### src/design/mrp_pkg.sv
`timescale 1ns / 1ps
`default_nettype none

package mrp_pkg;

  // Relocation type codes carried in the raw type word.
  localparam logic [31:0] TYPE_WORD32 = 32'd2;
  localparam logic [31:0] TYPE_JUMP26 = 32'd4;
  localparam logic [31:0] TYPE_HI16   = 32'd5;
  localparam logic [31:0] TYPE_LO16   = 32'd6;

  // Field widths of the patched instruction forms.
  localparam int JUMP_BITS = 26;
  localparam int HALF_BITS = 16;

  // Configuration register indexes.
  typedef enum logic [1:0] {
    CFG_LOAD_BASE     = 2'd0,
    CFG_SECTION_START = 2'd1,
    CFG_SECTION_SIZE  = 2'd2
  } cfg_idx_t;

  // Result status codes.
  typedef enum logic [2:0] {
    ST_PATCHED        = 3'd0,
    ST_HI_HELD        = 3'd1,
    ST_OUT_OF_SECTION = 3'd2,
    ST_LO_UNMATCHED   = 3'd3,
    ST_UNKNOWN        = 3'd4
  } status_t;

  // Work the back end carries out for one record.
  typedef enum logic [1:0] {
    OP_NOWRITE = 2'd0,
    OP_WORD32  = 2'd1,
    OP_JUMP26  = 2'd2,
    OP_LO16    = 2'd3
  } op_t;

  // Beat position within a record that produces two results.
  typedef enum logic {
    PH_FIRST  = 1'b0,
    PH_SECOND = 1'b1
  } phase_t;

  // One classified record, as passed from the front end to the back end.
  typedef struct packed {
    op_t         op;
    status_t     status;
    logic [31:0] offset;
    logic [31:0] word;
    logic [31:0] hi_offset;
    logic [31:0] hi_word;
  } job_t;

endpackage

`default_nettype wire

### src/design/mrp_front.sv
`timescale 1ns / 1ps
`default_nettype none

module mrp_front (
  input  wire logic          clk,
  input  wire logic          rst_n,
  input  wire logic [31:0]   section_start,
  input  wire logic [31:0]   section_size,
  input  wire logic          in_valid,
  output logic               in_ready,
  input  wire logic          in_new_section,
  input  wire logic [31:0]   in_record_offset,
  input  wire logic [31:0]   in_reloc_type,
  input  wire logic [31:0]   in_target_word,
  input  wire logic          q_ready,
  output logic               q_push,
  output mrp_pkg::job_t      q_job
);
  import mrp_pkg::*;

  logic        hi_pending_r;
  logic        hi_pending_nxt;
  logic [31:0] hi_offset_r;
  logic [31:0] hi_word_r;
  logic        hi_load;
  logic        accept;
  logic        pend_eff;
  logic [31:0] rebased;
  logic        in_section;

  assign in_ready = q_ready;
  assign accept   = in_valid & q_ready;
  assign q_push   = accept;

  // Rebase the offset, check the section bound and classify the record.
  always_comb begin
    rebased        = in_record_offset - section_start;
    in_section     = rebased < section_size;
    pend_eff       = hi_pending_r & ~in_new_section;
    hi_pending_nxt = accept ? pend_eff : hi_pending_r;
    hi_load        = 1'b0;

    q_job.op        = OP_NOWRITE;
    q_job.status    = ST_OUT_OF_SECTION;
    q_job.offset    = rebased;
    q_job.word      = in_target_word;
    q_job.hi_offset = hi_offset_r;
    q_job.hi_word   = hi_word_r;

    if (in_section) begin
      case (in_reloc_type)
        TYPE_WORD32: begin
          q_job.op     = OP_WORD32;
          q_job.status = ST_PATCHED;
        end
        TYPE_JUMP26: begin
          q_job.op     = OP_JUMP26;
          q_job.status = ST_PATCHED;
        end
        TYPE_HI16: begin
          q_job.status = ST_HI_HELD;
          hi_load      = accept;
          if (accept) begin
            hi_pending_nxt = 1'b1;
          end
        end
        TYPE_LO16: begin
          if (pend_eff) begin
            q_job.op     = OP_LO16;
            q_job.status = ST_PATCHED;
          end else begin
            q_job.status = ST_LO_UNMATCHED;
          end
          if (accept) begin
            hi_pending_nxt = 1'b0;
          end
        end
        default: begin
          q_job.status = ST_UNKNOWN;
        end
      endcase
    end
  end

  // Pending flag for a held HI16 record.
  always_ff @(posedge clk) begin
    if (!rst_n) begin
      hi_pending_r <= 1'b0;
    end else begin
      hi_pending_r <= hi_pending_nxt;
    end
  end

  // Held HI16 location and word; only read while the pending flag is set.
  always_ff @(posedge clk) begin
    if (hi_load) begin
      hi_offset_r <= rebased;
      hi_word_r   <= in_target_word;
    end
  end

endmodule

`default_nettype wire

### src/design/mrp_queue.sv
`timescale 1ns / 1ps
`default_nettype none

module mrp_queue (
  input  wire logic          clk,
  input  wire logic          rst_n,
  input  wire logic          push,
  input  wire mrp_pkg::job_t push_job,
  output logic               ready,
  input  wire logic          pop,
  output logic               head_valid,
  output mrp_pkg::job_t      head_job
);
  import mrp_pkg::*;

  job_t       slot_r [2];
  logic       wr_ptr_r;
  logic       rd_ptr_r;
  logic [1:0] count_r;
  logic [1:0] count_nxt;
  logic       do_pop;

  assign ready      = count_r != 2'd2;
  assign head_valid = count_r != 2'd0;
  assign head_job   = slot_r[rd_ptr_r];
  assign do_pop     = pop & head_valid;

  always_comb begin
    count_nxt = count_r;
    if (push && !do_pop) begin
      count_nxt = count_r + 2'd1;
    end else if (!push && do_pop) begin
      count_nxt = count_r - 2'd1;
    end
  end

  // Pointers and fill count.
  always_ff @(posedge clk) begin
    if (!rst_n) begin
      wr_ptr_r <= 1'b0;
      rd_ptr_r <= 1'b0;
      count_r  <= 2'd0;
    end else begin
      if (push) begin
        wr_ptr_r <= ~wr_ptr_r;
      end
      if (do_pop) begin
        rd_ptr_r <= ~rd_ptr_r;
      end
      count_r <= count_nxt;
    end
  end

  // Entry storage.
  always_ff @(posedge clk) begin
    if (push) begin
      slot_r[wr_ptr_r] <= push_job;
    end
  end

endmodule

`default_nettype wire

### src/design/mrp_back.sv
`timescale 1ns / 1ps
`default_nettype none

module mrp_back (
  input  wire logic          clk,
  input  wire logic          rst_n,
  input  wire logic [31:0]   load_base,
  input  wire logic          head_valid,
  input  wire mrp_pkg::job_t head_job,
  output logic               pop,
  output logic               out_valid,
  input  wire logic          out_ready,
  output logic               out_write_enable,
  output logic [31:0]        out_patch_offset,
  output logic [31:0]        out_patch_word,
  output logic [2:0]         out_status,
  output logic               out_last
);
  import mrp_pkg::*;

  phase_t                 phase_r;
  phase_t                 phase_nxt;
  logic                   out_valid_r;
  logic                   out_valid_nxt;
  logic                   load;
  logic                   we_nxt;
  logic [31:0]            off_nxt;
  logic [31:0]            word_nxt;
  status_t                status_nxt;
  logic                   last_nxt;
  logic                   we_r;
  logic [31:0]            off_r;
  logic [31:0]            word_r;
  status_t                status_r;
  logic                   last_r;
  logic [31:0]            lo_sext;
  logic [31:0]            lo_sum;
  logic [HALF_BITS-1:0]   hi_half;
  logic [JUMP_BITS-1:0]   jump_field;

  assign load = head_valid & (~out_valid_r | out_ready);

  // Patch arithmetic for the record at the queue head.
  always_comb begin
    lo_sext    = {{HALF_BITS{head_job.word[HALF_BITS-1]}}, head_job.word[HALF_BITS-1:0]};
    lo_sum     = {head_job.hi_word[HALF_BITS-1:0], {HALF_BITS{1'b0}}} + lo_sext + load_base;
    hi_half    = lo_sum[31:HALF_BITS] + {{(HALF_BITS-1){1'b0}}, lo_sum[HALF_BITS-1]};
    jump_field = head_job.word[JUMP_BITS-1:0] + load_base[JUMP_BITS+1:2];
  end

  // Beat sequencing and result selection.
  always_comb begin
    phase_nxt     = phase_r;
    pop           = 1'b0;
    out_valid_nxt = out_valid_r & ~out_ready;
    we_nxt        = 1'b0;
    off_nxt       = head_job.offset;
    word_nxt      = '0;
    status_nxt    = head_job.status;
    last_nxt      = 1'b1;

    case (head_job.op)
      OP_WORD32: begin
        we_nxt   = 1'b1;
        word_nxt = head_job.word + load_base;
      end
      OP_JUMP26: begin
        we_nxt   = 1'b1;
        word_nxt = {head_job.word[31:JUMP_BITS], jump_field};
      end
      OP_LO16: begin
        we_nxt = 1'b1;
        if (phase_r == PH_FIRST) begin
          word_nxt = {head_job.word[31:HALF_BITS], lo_sum[HALF_BITS-1:0]};
          last_nxt = 1'b0;
        end else begin
          off_nxt  = head_job.hi_offset;
          word_nxt = {head_job.hi_word[31:HALF_BITS], hi_half};
        end
      end
      default: begin
        we_nxt = 1'b0;
      end
    endcase

    if (load) begin
      out_valid_nxt = 1'b1;
      if (head_job.op == OP_LO16 && phase_r == PH_FIRST) begin
        phase_nxt = PH_SECOND;
      end else begin
        phase_nxt = PH_FIRST;
        pop       = 1'b1;
      end
    end
  end

  // Control state.
  always_ff @(posedge clk) begin
    if (!rst_n) begin
      phase_r     <= PH_FIRST;
      out_valid_r <= 1'b0;
    end else begin
      phase_r     <= phase_nxt;
      out_valid_r <= out_valid_nxt;
    end
  end

  // Output payload register.
  always_ff @(posedge clk) begin
    if (load) begin
      we_r     <= we_nxt;
      off_r    <= off_nxt;
      word_r   <= word_nxt;
      status_r <= status_nxt;
      last_r   <= last_nxt;
    end
  end

  assign out_valid        = out_valid_r;
  assign out_write_enable = we_r;
  assign out_patch_offset = off_r;
  assign out_patch_word   = word_r;
  assign out_status       = status_r;
  assign out_last         = last_r;

endmodule

`default_nettype wire

### src/design/mips_rel_relocation_patcher_core.sv
// A record is written into the queue, and its first result beat is then registered in
// the output register.
// Throughput: one record per cycle unless out_ready or a full queue stalls; a matched
// LO16 record's two result beats leave through the single output register one per cycle.
// Reset (synchronous, active low) clears the held HI16 flag, the queue, the output
// stage and the three configuration registers to zero.
`timescale 1ns / 1ps
`default_nettype none

module mips_rel_relocation_patcher_core (
  input  wire logic        clk,
  input  wire logic        rst_n,
  input  wire logic        cfg_we,
  input  wire logic [1:0]  cfg_index,
  input  wire logic [31:0] cfg_data,
  input  wire logic        in_valid,
  output logic             in_ready,
  input  wire logic        in_new_section,
  input  wire logic [31:0] in_record_offset,
  input  wire logic [31:0] in_reloc_type,
  input  wire logic [31:0] in_target_word,
  output logic             out_valid,
  input  wire logic        out_ready,
  output logic             out_write_enable,
  output logic [31:0]      out_patch_offset,
  output logic [31:0]      out_patch_word,
  output logic [2:0]       out_status,
  output logic             out_last
);
  import mrp_pkg::*;

  logic [31:0] load_base_r;
  logic [31:0] section_start_r;
  logic [31:0] section_size_r;
  logic        q_ready;
  logic        q_push;
  job_t        q_job;
  logic        head_valid;
  job_t        head_job;
  logic        pop;

  // Configuration registers.
  always_ff @(posedge clk) begin
    if (!rst_n) begin
      load_base_r     <= '0;
      section_start_r <= '0;
      section_size_r  <= '0;
    end else if (cfg_we) begin
      case (cfg_idx_t'(cfg_index))
        CFG_LOAD_BASE:     load_base_r     <= cfg_data;
        CFG_SECTION_START: section_start_r <= cfg_data;
        CFG_SECTION_SIZE:  section_size_r  <= cfg_data;
        default: begin
        end
      endcase
    end
  end

  // Front end: rebase, bound check, classify and track the held HI16.
  mrp_front u_front (
    .clk              (clk),
    .rst_n            (rst_n),
    .section_start    (section_start_r),
    .section_size     (section_size_r),
    .in_valid         (in_valid),
    .in_ready         (in_ready),
    .in_new_section   (in_new_section),
    .in_record_offset (in_record_offset),
    .in_reloc_type    (in_reloc_type),
    .in_target_word   (in_target_word),
    .q_ready          (q_ready),
    .q_push           (q_push),
    .q_job            (q_job)
  );

  // Two-entry queue between the front and back ends.
  mrp_queue u_queue (
    .clk        (clk),
    .rst_n      (rst_n),
    .push       (q_push),
    .push_job   (q_job),
    .ready      (q_ready),
    .pop        (pop),
    .head_valid (head_valid),
    .head_job   (head_job)
  );

  // Back end: patch arithmetic and result beats.
  mrp_back u_back (
    .clk              (clk),
    .rst_n            (rst_n),
    .load_base        (load_base_r),
    .head_valid       (head_valid),
    .head_job         (head_job),
    .pop              (pop),
    .out_valid        (out_valid),
    .out_ready        (out_ready),
    .out_write_enable (out_write_enable),
    .out_patch_offset (out_patch_offset),
    .out_patch_word   (out_patch_word),
    .out_status       (out_status),
    .out_last         (out_last)
  );

endmodule

`default_nettype wire

### config.mk
export PLATFORM = sky130hd
export DESIGN_NAME = mips_rel_relocation_patcher_core
export DESIGN_NICKNAME = d
export VERILOG_FILES = /design/src/design/mrp_pkg.sv /design/src/design/mrp_front.sv /design/src/design/mrp_queue.sv /design/src/design/mrp_back.sv /design/src/design/mips_rel_relocation_patcher_core.sv
export SDC_FILE = /design/constraint.sdc
export NUM_CORES = 1
export LEC_CHECK = 0
export ABC_AREA = 0
export BUFFER_PORTS_ARGS = -buffer_cell sky130_fd_sc_hd__clkbuf_2
export CAP_MARGIN = 20
export CORE_UTILIZATION = 30
export CTS_BUF_LIST = sky130_fd_sc_hd__clkbuf_2
export DETAILED_ROUTE_END_ITERATION = 12
export HOLD_SLACK_MARGIN = 0.03
export SETUP_SLACK_MARGIN = 0.15
export SKIP_LAST_GASP = 1
export SLEW_MARGIN = 20
export SYNTH_ARGS = -nofsm -noshare
export SYNTH_HDL_FRONTEND = slang
export SYNTH_SLANG_ARGS = --single-unit
### constraint.sdc
create_clock -name clk -period 12.4 [get_ports clk]
set_clock_uncertainty 0.1 [all_clocks]
set_input_delay 0.62 -clock clk [delete_from_list [all_inputs] [get_ports clk]]
set_output_delay 0.62 -clock clk [all_outputs]
set_load 0.005 [all_outputs]
==> flow_metrics.py, run 1 <==
metrics = {
    "clocking": {
        "root_buffer": "clkbuf_2",
        "hold_buffers": 177,
        "cts.sinks": 503,
        "cts_max_path_buffers": 3,
        "cts_setup_buffers": 0,
        "clk_pin_slew_ns": 0.13,
        "cts_tree": "yes",
        "cts_buffers": 118,
        "clk_latency_ns": 1.23,
        "ctsHtreeMaxLevel": 3,
        "cts_resized": 0,
    },
    "timing": {
        "fmax_mhz": 139.0,
        "rsz0062_at_grt": "no",
        "period_share": 0.5803,
        "fin_tns_setup_ns": 0,
        "worstMarginPinSlew_ns": 1.065,
        "finalSetupViolations": 0,
        "min_period_ns": 7.195,
        "drv_slew": 0,
        "relSlewSlack": 0.2898,
        "hold_violations": 0,
    },
    "cells_and_area": {
        "drive_above_1_share": 0.2004,
        "final_cells": 3860,
        "nets": 2928,
        "layout_common_cells": "edfxtp_1, clkbuf_2, nand2_1, dlygate4sd3_1, ha_1",
        "final_common_cell": "edfxtp_1",
        "syn_to_final_growth_pct": 20.83,
        "fillCellCount": 8422,
    },
    "route": {
        "dr_total_vias": 18450,
        "wirelength_mm": 72.14,
        "drt_pre_antenna_iters": 7,
        "drc": 0,
        "wire_per_inst_um": 18.69,
        "drtAntennaViolNets": 0,
        "via_per_inst": 4.780,
        "drt_iter0_drc": 1250,
    },
    "logic_synthesis": {
        "ys_ff_latch": 503,
        "synth-edff-count": 399,
        "syn_inst": 2151,
        "ys_warn_count": 0,
        "avgSynthCellArea_um2": 12.03,
        "ys_types": 90,
        "async_flop_share": 0,
        "synth_area_um2": 25870,
        "ys_seq_area_frac": 0.5435,
        "synth_ff_type": "edfxtp_1",
        "syn-num-nets": 2469,
    },
    "power_and_ir_drop": {
        "leakage_uw": 0.01176,
        "pwr-share-seq": 0.421,
        "total_power_uw": 5336,
        "p_comb_frac": 0.365,
        "clock_power_share": 0.214,
        "p_per_area_nw_per_um2": 170.7,
        "p_switching_uw": 1942,
        "internal_power_uw": 3394,
        "swShare": 0.3640,
        "ir_drop_v": 0.00006614,
    },
    "grt": {
        "grt_overflow_total": 0,
        "grt_first_pass_wirelength_mm": 108.3,
        "antenna_found_initial": 9,
        "grt_usage": 0.1646,
        "grt_max_degree": 105,
        "grt_pass1_vias": 18630,
    },
    "critical_path": {
        "cp_common_cell": "a21o_1",
        "crit_arrival_ns": 8.16,
        "worst_setup_path_end_kind": "flip-flop",
        "cp_slowest_stage_delay_ns": 0.61,
        "required_ns": 13.37,
        "crit_path_start_kind": "flip-flop",
        "cp_slowest_cell": "or4b_1",
        "criticalPathCategory": "flip-flop to flip-flop",
        "critPathMaxFanout": 5,
    },
    "die": {
        "coreArea_um2": 85280,
        "row_count": 107,
        "start_util": 0.3034,
        "die_y_um": 295.7,
        "die_width_um": 295.7,
        "ios": 207,
        "die_area_um2": 87430,
    },
    "run": {
        "maxCapViolCount": 0,
    },
    "status": {
        "outcome": "finished clean",
    },
    "place": {
        "dp_cells": 3457,
        "gp_congestion": 0.9107,
        "portBuffers": 206,
        "place_hpwl_mm": 51.92,
    },
    "min_path": {
        "hp-class": "primary input to flip-flop",
    },
}
==> cell type report <==
type / instances / area, µm² / share of cell area
diodes: 7 / 17.52 / 0.0005603
clock buffers: 173 / 865.8 / 0.02769
clock inverters: 46 / 325.3 / 0.01040
inverters: 128 / 480.5 / 0.01537
multi-input cells: 1454 / 11110 / 0.3553
flip-flops and latches: 503 / 14070 / 0.4499
well taps: 1144 / 1431 / 0.04578
repair buffers: 405 / 2968 / 0.09493
==> worst max-delay path, delay by kind of cell, from the launching register on <==
family / cells / cell delay [ns]
AO/OA/AOI/OAI: 15 / 3.36
XOR/XNOR: 1 / 0.36
buffers and inverters: 3 / 1.19
flip-flops: 1 / 0.34
adder cells (fa/ha/maj): 3 / 0.72
AND/OR/NAND/NOR: 3 / 1.02
==> synth_stat cells, types with 10 or more instances <==
cell,number,area share
edfxtp_1,399,0.46
nand2_1,284,0.041
ha_1,151,0.073
inv_1,127,0.018
a21oi_1,113,0.022
dfxtp_1,104,0.080
a21boi_0,100,0.029
nor2_1,90,0.013
xnor2_1,80,0.027
o21ai_0,71,0.014
clkbuf_1,54,0.0078
a21o_1,50,0.015
xor2_1,43,0.015
mux2_2,41,0.018
mux2i_1,34,0.013
mux4_2,33,0.029
fa_1,31,0.024
nand2b_1,24,0.0058
nand3_1,24,0.0046
nand4_1,17,0.0041
a31oi_1,16,0.0039
and2_1,16,0.0039
nor3_1,16,0.0031
o21a_1,15,0.0044
o22ai_1,15,0.0036
nor2b_1,12,0.0029
o21bai_1,12,0.0035
and3_1,10,0.0024
o211ai_1,10,0.0029
==> cells by family (layout without fill, tap and decap cells) <==
logic type | after synthesis | after routing | share of synthesized area
mux | 108 | 108 | 0.05972
compound gates | 490 | 490 | 0.1295
flops | 503 | 503 | 0.5435
other cells | 0 | 7 | 0
fa+ha+maj | 182 | 182 | 0.09700
buf+inv | 194 | 752 | 0.02863
xor+xnor | 126 | 126 | 0.04352
simple gates | 548 | 548 | 0.09811
==> sequential cells by signal, summed over array words and instances, names as in the netlist, 2 cells and up, named ones only <==
name	cells
u_queue.slot_r	266
load_base_r	32
section_size_r	32
section_start_r	32
u_back.out_patch_offset	32
u_back.out_patch_word	32
u_front.hi_offset_r	32
u_front.hi_word_r	32
u_back.out_status	3
u_queue.count_r	2
==> stage by stage <==
step	hold WS, ns	instance area, µm²	util	worst slack, ns
detailed placement	0.3290	28280	0.3317	4.888
CTS	0.03337	31250	0.3664	5.229
global route	0.09781	31270	0.3666	4.910
floorplan	0.3215	25870	-	2.431
global placement	0.3219	28280	0.3317	4.891
finish	0.1961	31270	0.3666	5.205
==> per-layer routing <==
layer  routed length, µm  GRT usage
met2               35070     0.2792
met1               30870     0.2013
met3                3650    0.03358
met5                  27          0
met4                2518    0.07279
==> power groups by stage <==
stage                     Combinational, µW  Clock (µW)  Sequential [µW]
after floorplan                        1280           0             2290
after global routing                   2140        1270             2270
after CTS                              1950        1190             2250
after detailed placement               1890           0             2290
after global placement                 1890           0             2280
final                                  1950        1140             2240
==> worst paths after layout <==
check	depth (start not counted)	startpoint	end	slack [ns]
setup / recovery	25	section_start_r[0]$_SDFFE_PN0P_	u_front.hi_pending_r$_SDFF_PN0_	5.20
hold reg to reg	0	u_front.hi_word_r[9]$_DFFE_PP_	u_queue.slot_r[0][9]$_DFFE_PP_	0.26
hold / removal	2	in_target_word[24]	u_queue.slot_r[1][88]$_DFFE_PP_	0.20
setup reg to reg	25	section_start_r[0]$_SDFFE_PN0P_	u_front.hi_pending_r$_SDFF_PN0_	5.20
(Power assumes the default switching activity.)
==> inputs of run 2 (changes only) <==
==> constraint.sdc (replaced) <==
create_clock -name clk -period 6 [get_ports clk]
set_clock_uncertainty 0.1 [all_clocks]
set_input_delay 0.3 -clock clk [delete_from_list [all_inputs] [get_ports clk]]
set_output_delay 0.3 -clock clk [all_outputs]
set_load 0.005 [all_outputs]
==> flow_metrics.py, run 2 (same netlist as run 1, synthesis figures left out) <==
metrics = {
    "place": {
        "dp_cells": 3472,
        "gp_congestion": 0.9112,
        "pre_cts_slack_ns": 0.09818,
        "place_hpwl_mm": 51.43,
        "portBuffers": 206,
    },
    "timing": {
        "finalSetupViolations": 0,
        "period_share": 0.9666,
        "relSlewSlack": 0.2460,
        "hold_violations": 0,
        "worstMarginPinSlew_ns": 1.127,
        "drv_slew": 0,
        "rsz0062_at_grt": "no",
        "worst_slack_ns": 0.2005,
        "fmax_mhz": 172.4,
        "min_period_ns": 5.799,
        "fin_tns_setup_ns": 0,
    },
    "cells_and_area": {
        "final_cells": 3918,
        "largest_reg_flops": 266,
        "final_common_cell": "edfxtp_1",
        "nets": 2985,
        "max_flop_register": "u_queue.slot_r",
        "drive_above_1_share": 0.2103,
        "layout_common_cells": "edfxtp_1, clkbuf_2, nand2_1, dlygate4sd3_1, ha_1",
        "fillCellCount": 8377,
        "syn_to_final_growth_pct": 23.48,
    },
    "status": {
        "outcome": "finished clean",
    },
    "critical_path": {
        "crit_arrival_ns": 6.60,
        "worst_setup_path_end_kind": "flip-flop",
        "cp.buffers_inverters": 8,
        "cp_common_cell": "a21o_1",
        "crit_path_start_kind": "primary input",
        "critPathMaxFanout": 9,
        "criticalPathCategory": "primary input to flip-flop",
        "required_ns": 6.80,
        "cp_slowest_stage_delay_ns": 0.59,
        "critical_path.top_delay_family": "compound AO/OA/AOI/OAI gates",
        "cp_slowest_cell": "dlygate4sd3_1",
    },
    "grt": {
        "antenna_found_initial": 6,
        "grt_first_pass_wirelength_mm": 108.0,
        "grt_usage": 0.1630,
        "grt_pass1_vias": 18680,
        "grt_overflow_total": 0,
        "grt_max_degree": 134,
    },
    "die": {
        "die_area_um2": 87430,
        "row_count": 107,
        "start_util": 0.3034,
        "coreArea_um2": 85280,
        "die_y_um": 295.7,
        "die_width_um": 295.7,
        "ios": 207,
    },
    "clocking": {
        "cts_tree": "yes",
        "clk_latency_ns": 1.19,
        "ctsHtreeMaxLevel": 3,
        "root_buffer": "clkbuf_2",
        "cts.sinks": 503,
        "cts_buffers": 119,
        "clk_pin_slew_ns": 0.10,
        "cts_max_path_buffers": 3,
    },
    "route": {
        "drt_iter0_drc": 1196,
        "via_per_inst": 4.773,
        "dr_total_vias": 18700,
        "wire_per_inst_um": 18.53,
        "drt_pre_antenna_iters": 6,
        "drtAntennaViolNets": 0,
        "wirelength_mm": 72.60,
        "drc": 0,
    },
    "power_and_ir_drop": {
        "total_power_uw": 11070,
        "ir_drop_v": 0.0002189,
        "leakage_uw": 0.01207,
        "p_per_area_nw_per_um2": 346.5,
    },
    "min_path": {
        "hp-class": "primary input to flip-flop",
    },
    "run": {
        "maxCapViolCount": 0,
    },
}
[run 2: per-stage QoR]
step / cell area (µm²) / util / hold slack (ns)
after CTS: 31750 / 0.3723 / 0.03039
after floorplan: 25920 / - / 0.2989
after global routing: 31950 / 0.3746 / 0.07448
after detailed placement: 28480 / 0.3339 / 0.3307
final: 31950 / 0.3747 / 0.1484
after global placement: 28480 / 0.3339 / 0.3228
[run 2: area by class of cell]
class	instances	area (µm²)	share of cell area
well taps	1144	1431	0.04480
flip-flops and latches	503	14070	0.4403
repair buffers	461	3606	0.1129
multi-input cells	1454	11200	0.3504
clock buffers	185	925.9	0.02898
inverters	128	483.0	0.01512
clock inverters	36	221.5	0.006931
diodes	7	17.52	0.0005482
[run 2: report_power, final]
| group | total [µW] | internal, µW | switching [µW] |
|---|---|---|---|
| combinational | 4160 | 1670 | 2480 |
| clock | 2290 | 919 | 1370 |
| sequential | 4620 | 4440 | 180 |
[run 2: worst paths after layout]
kind | startpoint | to | slack (ns) | cells past startpoint
setup / recovery | in_record_offset[0] | u_front.hi_offset_r[24]$_DFFE_PP_ | 0.20 | 28
setup reg to reg | section_start_r[0]$_SDFFE_PN0P_ | u_front.hi_offset_r[24]$_DFFE_PP_ | 0.24 | 24
hold reg to reg | u_front.hi_word_r[24]$_DFFE_PP_ | u_queue.slot_r[0][24]$_DFFE_PP_ | 0.33 | 0
hold / removal | in_record_offset[1] | u_front.hi_offset_r[1]$_DFFE_PP_ | 0.15 | 3
[run 2: what timing repair did]
item | in CTS | in global routing
pin swaps | 3 | 15
hold buffers | 206 | 0
gates resized for setup | 2 | 14
cloned | 1 | 3
setup endpoints to repair | 13 | 65
setup buffers | 3 | 4
endpoints found under the hold margin | 559 | 0
[run 2: tightest hold or removal path: stages]
cell and delay (ns):
dlygate4sd3_1 0.57, clkbuf_2 0.15, fa_2 0.28
[run 2: routing by layer]
metal / track usage / wire length [µm]
met1: 0.2003 / 31380
met2: 0.2823 / 35740
met3: 0.03298 / 3430
met4: 0.05763 / 2021
met5: 0 / 27
==> inputs of run 3 (changes only) <==
--- a/config.mk
+++ b/config.mk
@@ -8,10 +8,13 @@
 export ABC_AREA = 0
 export BUFFER_PORTS_ARGS = -buffer_cell sky130_fd_sc_hd__clkbuf_2
 export CAP_MARGIN = 20
+export CELL_PAD_IN_SITES_DETAIL_PLACEMENT = 1
+export CELL_PAD_IN_SITES_GLOBAL_PLACEMENT = 2
 export CORE_UTILIZATION = 30
 export CTS_BUF_LIST = sky130_fd_sc_hd__clkbuf_2
 export DETAILED_ROUTE_END_ITERATION = 12
 export HOLD_SLACK_MARGIN = 0.03
+export PLACE_DENSITY_LB_ADDON = 0.1
 export SETUP_SLACK_MARGIN = 0.15
 export SKIP_LAST_GASP = 1
 export SLEW_MARGIN = 20
==> flow_metrics.py, run 3 (same netlist as run 1, synthesis figures left out) <==
metrics = {
    "status": {
        "outcome": "finished clean",
    },
    "power_and_ir_drop": {
        "p_switching_uw": 4343,
        "total_power_uw": 11670,
        "ir_drop_v": 0.0001687,
        "leakage_uw": 0.01251,
        "p_per_area_nw_per_um2": 355.4,
        "swShare": 0.3722,
        "p_comb_frac": 0.376,
        "pwr-share-seq": 0.394,
        "clock_power_share": 0.230,
        "internal_power_uw": 7327,
    },
    "timing": {
        "period_share": 0.9695,
        "drv_slew": 0,
        "rsz0062_at_grt": "yes",
        "finalSetupViolations": 0,
        "relSlewSlack": 0.4152,
        "hold_violations": 0,
        "fin_tns_setup_ns": 0,
        "min_period_ns": 5.817,
        "worstMarginPinSlew_ns": 0.8740,
        "fmax_mhz": 171.9,
    },
    "route": {
        "drt_pre_antenna_iters": 4,
        "via_per_inst": 4.827,
        "wire_per_inst_um": 22.04,
        "dr_total_vias": 19330,
        "wirelength_mm": 88.27,
        "drt_iter0_drc": 824,
        "drtAntennaViolNets": 0,
        "drc": 0,
    },
    "critical_path": {
        "rr_endpoint": "u_front.hi_offset_r[31]$_DFFE_PP_",
        "crit_path_start_kind": "flip-flop",
        "required_ns": 6.83,
        "crit_end": "u_front.hi_offset_r[31]$_DFFE_PP_",
        "cp_slowest_cell": "or4b_4",
        "crit_chain": "ha_4, inv_4, fa_2, a21o_1, a21oi_2, o21ai_1, a31oi_2, o31a_1, o21a_2, or4b_4, a311oi_4, xor2_1, ha_1, a21o_1, a21o_1, a21o_1, a21o_1, a21o_1, a221o_1, or2_4, nor3_4, buf_6, clkbuf_16",
        "r2r_slack_ns": 0.18,
        "crit_arrival_ns": 6.65,
        "reg2reg_depth": 23,
        "path_depth": 23,
        "crit_start": "section_start_r[0]$_SDFFE_PN0P_",
        "critical_path.top_delay_family": "compound AO/OA/AOI/OAI gates",
        "cp_common_cell": "a21o_1",
        "cp_slowest_stage_delay_ns": 0.56,
        "worst_setup_path_end_kind": "flip-flop",
        "criticalPathCategory": "flip-flop to flip-flop",
        "regToRegStartpoint": "section_start_r[0]$_SDFFE_PN0P_",
        "cp.buffers_inverters": 3,
        "critPathMaxFanout": 8,
    },
    "grt": {
        "grt_max_degree": 97,
        "grt_overflow_total": 0,
        "antenna_found_initial": 8,
        "grt_first_pass_wirelength_mm": 128.7,
        "grt_usage": 0.2003,
        "grt_pass1_vias": 20710,
    },
    "clocking": {
        "cts_max_path_buffers": 3,
        "ctsHtreeMaxLevel": 4,
        "cts.sinks": 503,
        "clk_pin_slew_ns": 0.12,
        "cts_tree": "yes",
        "cts_buffers": 142,
        "root_buffer": "clkbuf_2",
        "clk_latency_ns": 1.33,
    },
    "place": {
        "gp_congestion": 0.8334,
        "post_dp_cell_area_um2": 28560,
        "portBuffers": 206,
        "place_hpwl_mm": 61.67,
    },
    "cells_and_area": {
        "fillCellCount": 9479,
        "final_util": 0.3850,
        "layout_common_cells": "clkbuf_2, edfxtp_1, nand2_1, dlygate4sd3_1, ha_1",
        "final_area_um2": 32830,
        "syn_to_final_growth_pct": 26.89,
        "largest_reg_flops": 266,
        "final_common_cell": "clkbuf_2",
        "drive_above_1_share": 0.2187,
        "max_flop_register": "u_queue.slot_r",
        "nets": 3071,
    },
    "die": {
        "ios": 207,
        "die_width_um": 295.7,
        "die_area_um2": 87430,
        "start_util": 0.3034,
        "row_count": 107,
        "coreArea_um2": 85280,
        "die_y_um": 295.7,
    },
    "min_path": {
        "hp-class": "primary input to flip-flop",
    },
    "run": {
        "maxCapViolCount": 0,
    },
}
[run 3: power by group through the flow]
stage | Combinational, µW | Clock, µW | Sequential, µW
global route | 4810 | 2990 | 4650
finish | 4380 | 2690 | 4600
global placement | 4250 | 0 | 4670
detailed placement | 4300 | 0 | 4680
CTS | 4490 | 2820 | 4610
floorplan | 2640 | 0 | 4710
[run 3: what timing repair did]
item	CTS	global route
endpoints found under the hold margin	668	0
gates cloned	1	5
endpoints found under the setup margin	64	68
pin swaps	4	1
buffers inserted	4	4
gates resized for setup	7	9
hold buffers	261	0
[run 3: metrics by stage]
stage | instances | worst slack (ns) | hold WS [ns]
final | 4005 | 0.1832 | 0.2469
after global routing | 4004 | 0.04351 | 0.08772
after CTS | 3993 | 0.1398 | 0.03504
after detailed placement | 3478 | -0.08050 | 0.3304
after global placement | 3478 | 0.06322 | 0.3238
after floorplan | 2151 | -0.5047 | 0.2989
[run 3: layout make-up]
| cell class | count | area [µm²] | area share |
|---|---|---|---|
| inverters | 128 | 485.5 | 0.01479 |
| clock inverters | 37 | 280.3 | 0.008537 |
| clock buffers | 212 | 1061 | 0.03232 |
| multi-input cells | 1454 | 11200 | 0.3410 |
| diodes | 3 | 7.507 | 0.0002287 |
| flip-flops and latches | 503 | 14070 | 0.4285 |
| well taps | 1144 | 1431 | 0.04360 |
| repair buffers | 524 | 4302 | 0.1310 |
[run 3: per-layer routing]
| layer | vias up | global-route usage | wire (µm) |
|---|---|---|---|
| met5 | - | 0 | 76 |
| met4 | 12 | 0.06281 | 2165 |
| met3 | 152 | 0.04264 | 3289 |
| met2 | 342 | 0.3415 | 43620 |
| met1 | 9614 | 0.2522 | 39120 |
| li1 | 9212 | - | - |
[run 3: how the worst min path moves through the flow]
stage	cells past startpoint	slack, ns	start	endpoint
final	4	0.25	in_record_offset[21]	u_front.hi_offset_r[21]$_DFFE_PP_
after global routing	4	0.09	in_record_offset[21]	u_queue.slot_r[1][117]$_DFFE_PP_
after CTS	6	0.04	cfg_we	load_base_r[14]$_SDFFE_PN0P_
after detailed placement	0	0.33	u_front.hi_word_r[31]$_DFFE_PP_	u_queue.slot_r[0][31]$_DFFE_PP_
after floorplan	0	0.30	in_target_word[0]	u_front.hi_word_r[0]$_DFFE_PP_
after global placement	0	0.32	u_front.hi_word_r[16]$_DFFE_PP_	u_queue.slot_r[0][16]$_DFFE_PP_
[run 3: worst register-to-register path: stages, from the launching register on]
cell	delay, ns
dfxtp_2	0.36
ha_4	0.17
inv_4	0.05
fa_2	0.21
a21o_1	0.13
a21oi_2	0.07
o21ai_1	0.18
a31oi_2	0.16
o31a_1	0.30
o21a_2	0.25
or4b_4	0.56
a311oi_4	0.30
xor2_1	0.26
ha_1	0.29
a21o_1	0.20
a21o_1	0.16
a21o_1	0.16
a21o_1	0.15
a21o_1	0.15
a221o_1	0.39
or2_4	0.29
nor3_4	0.20
buf_6	0.21
clkbuf_16	0.21
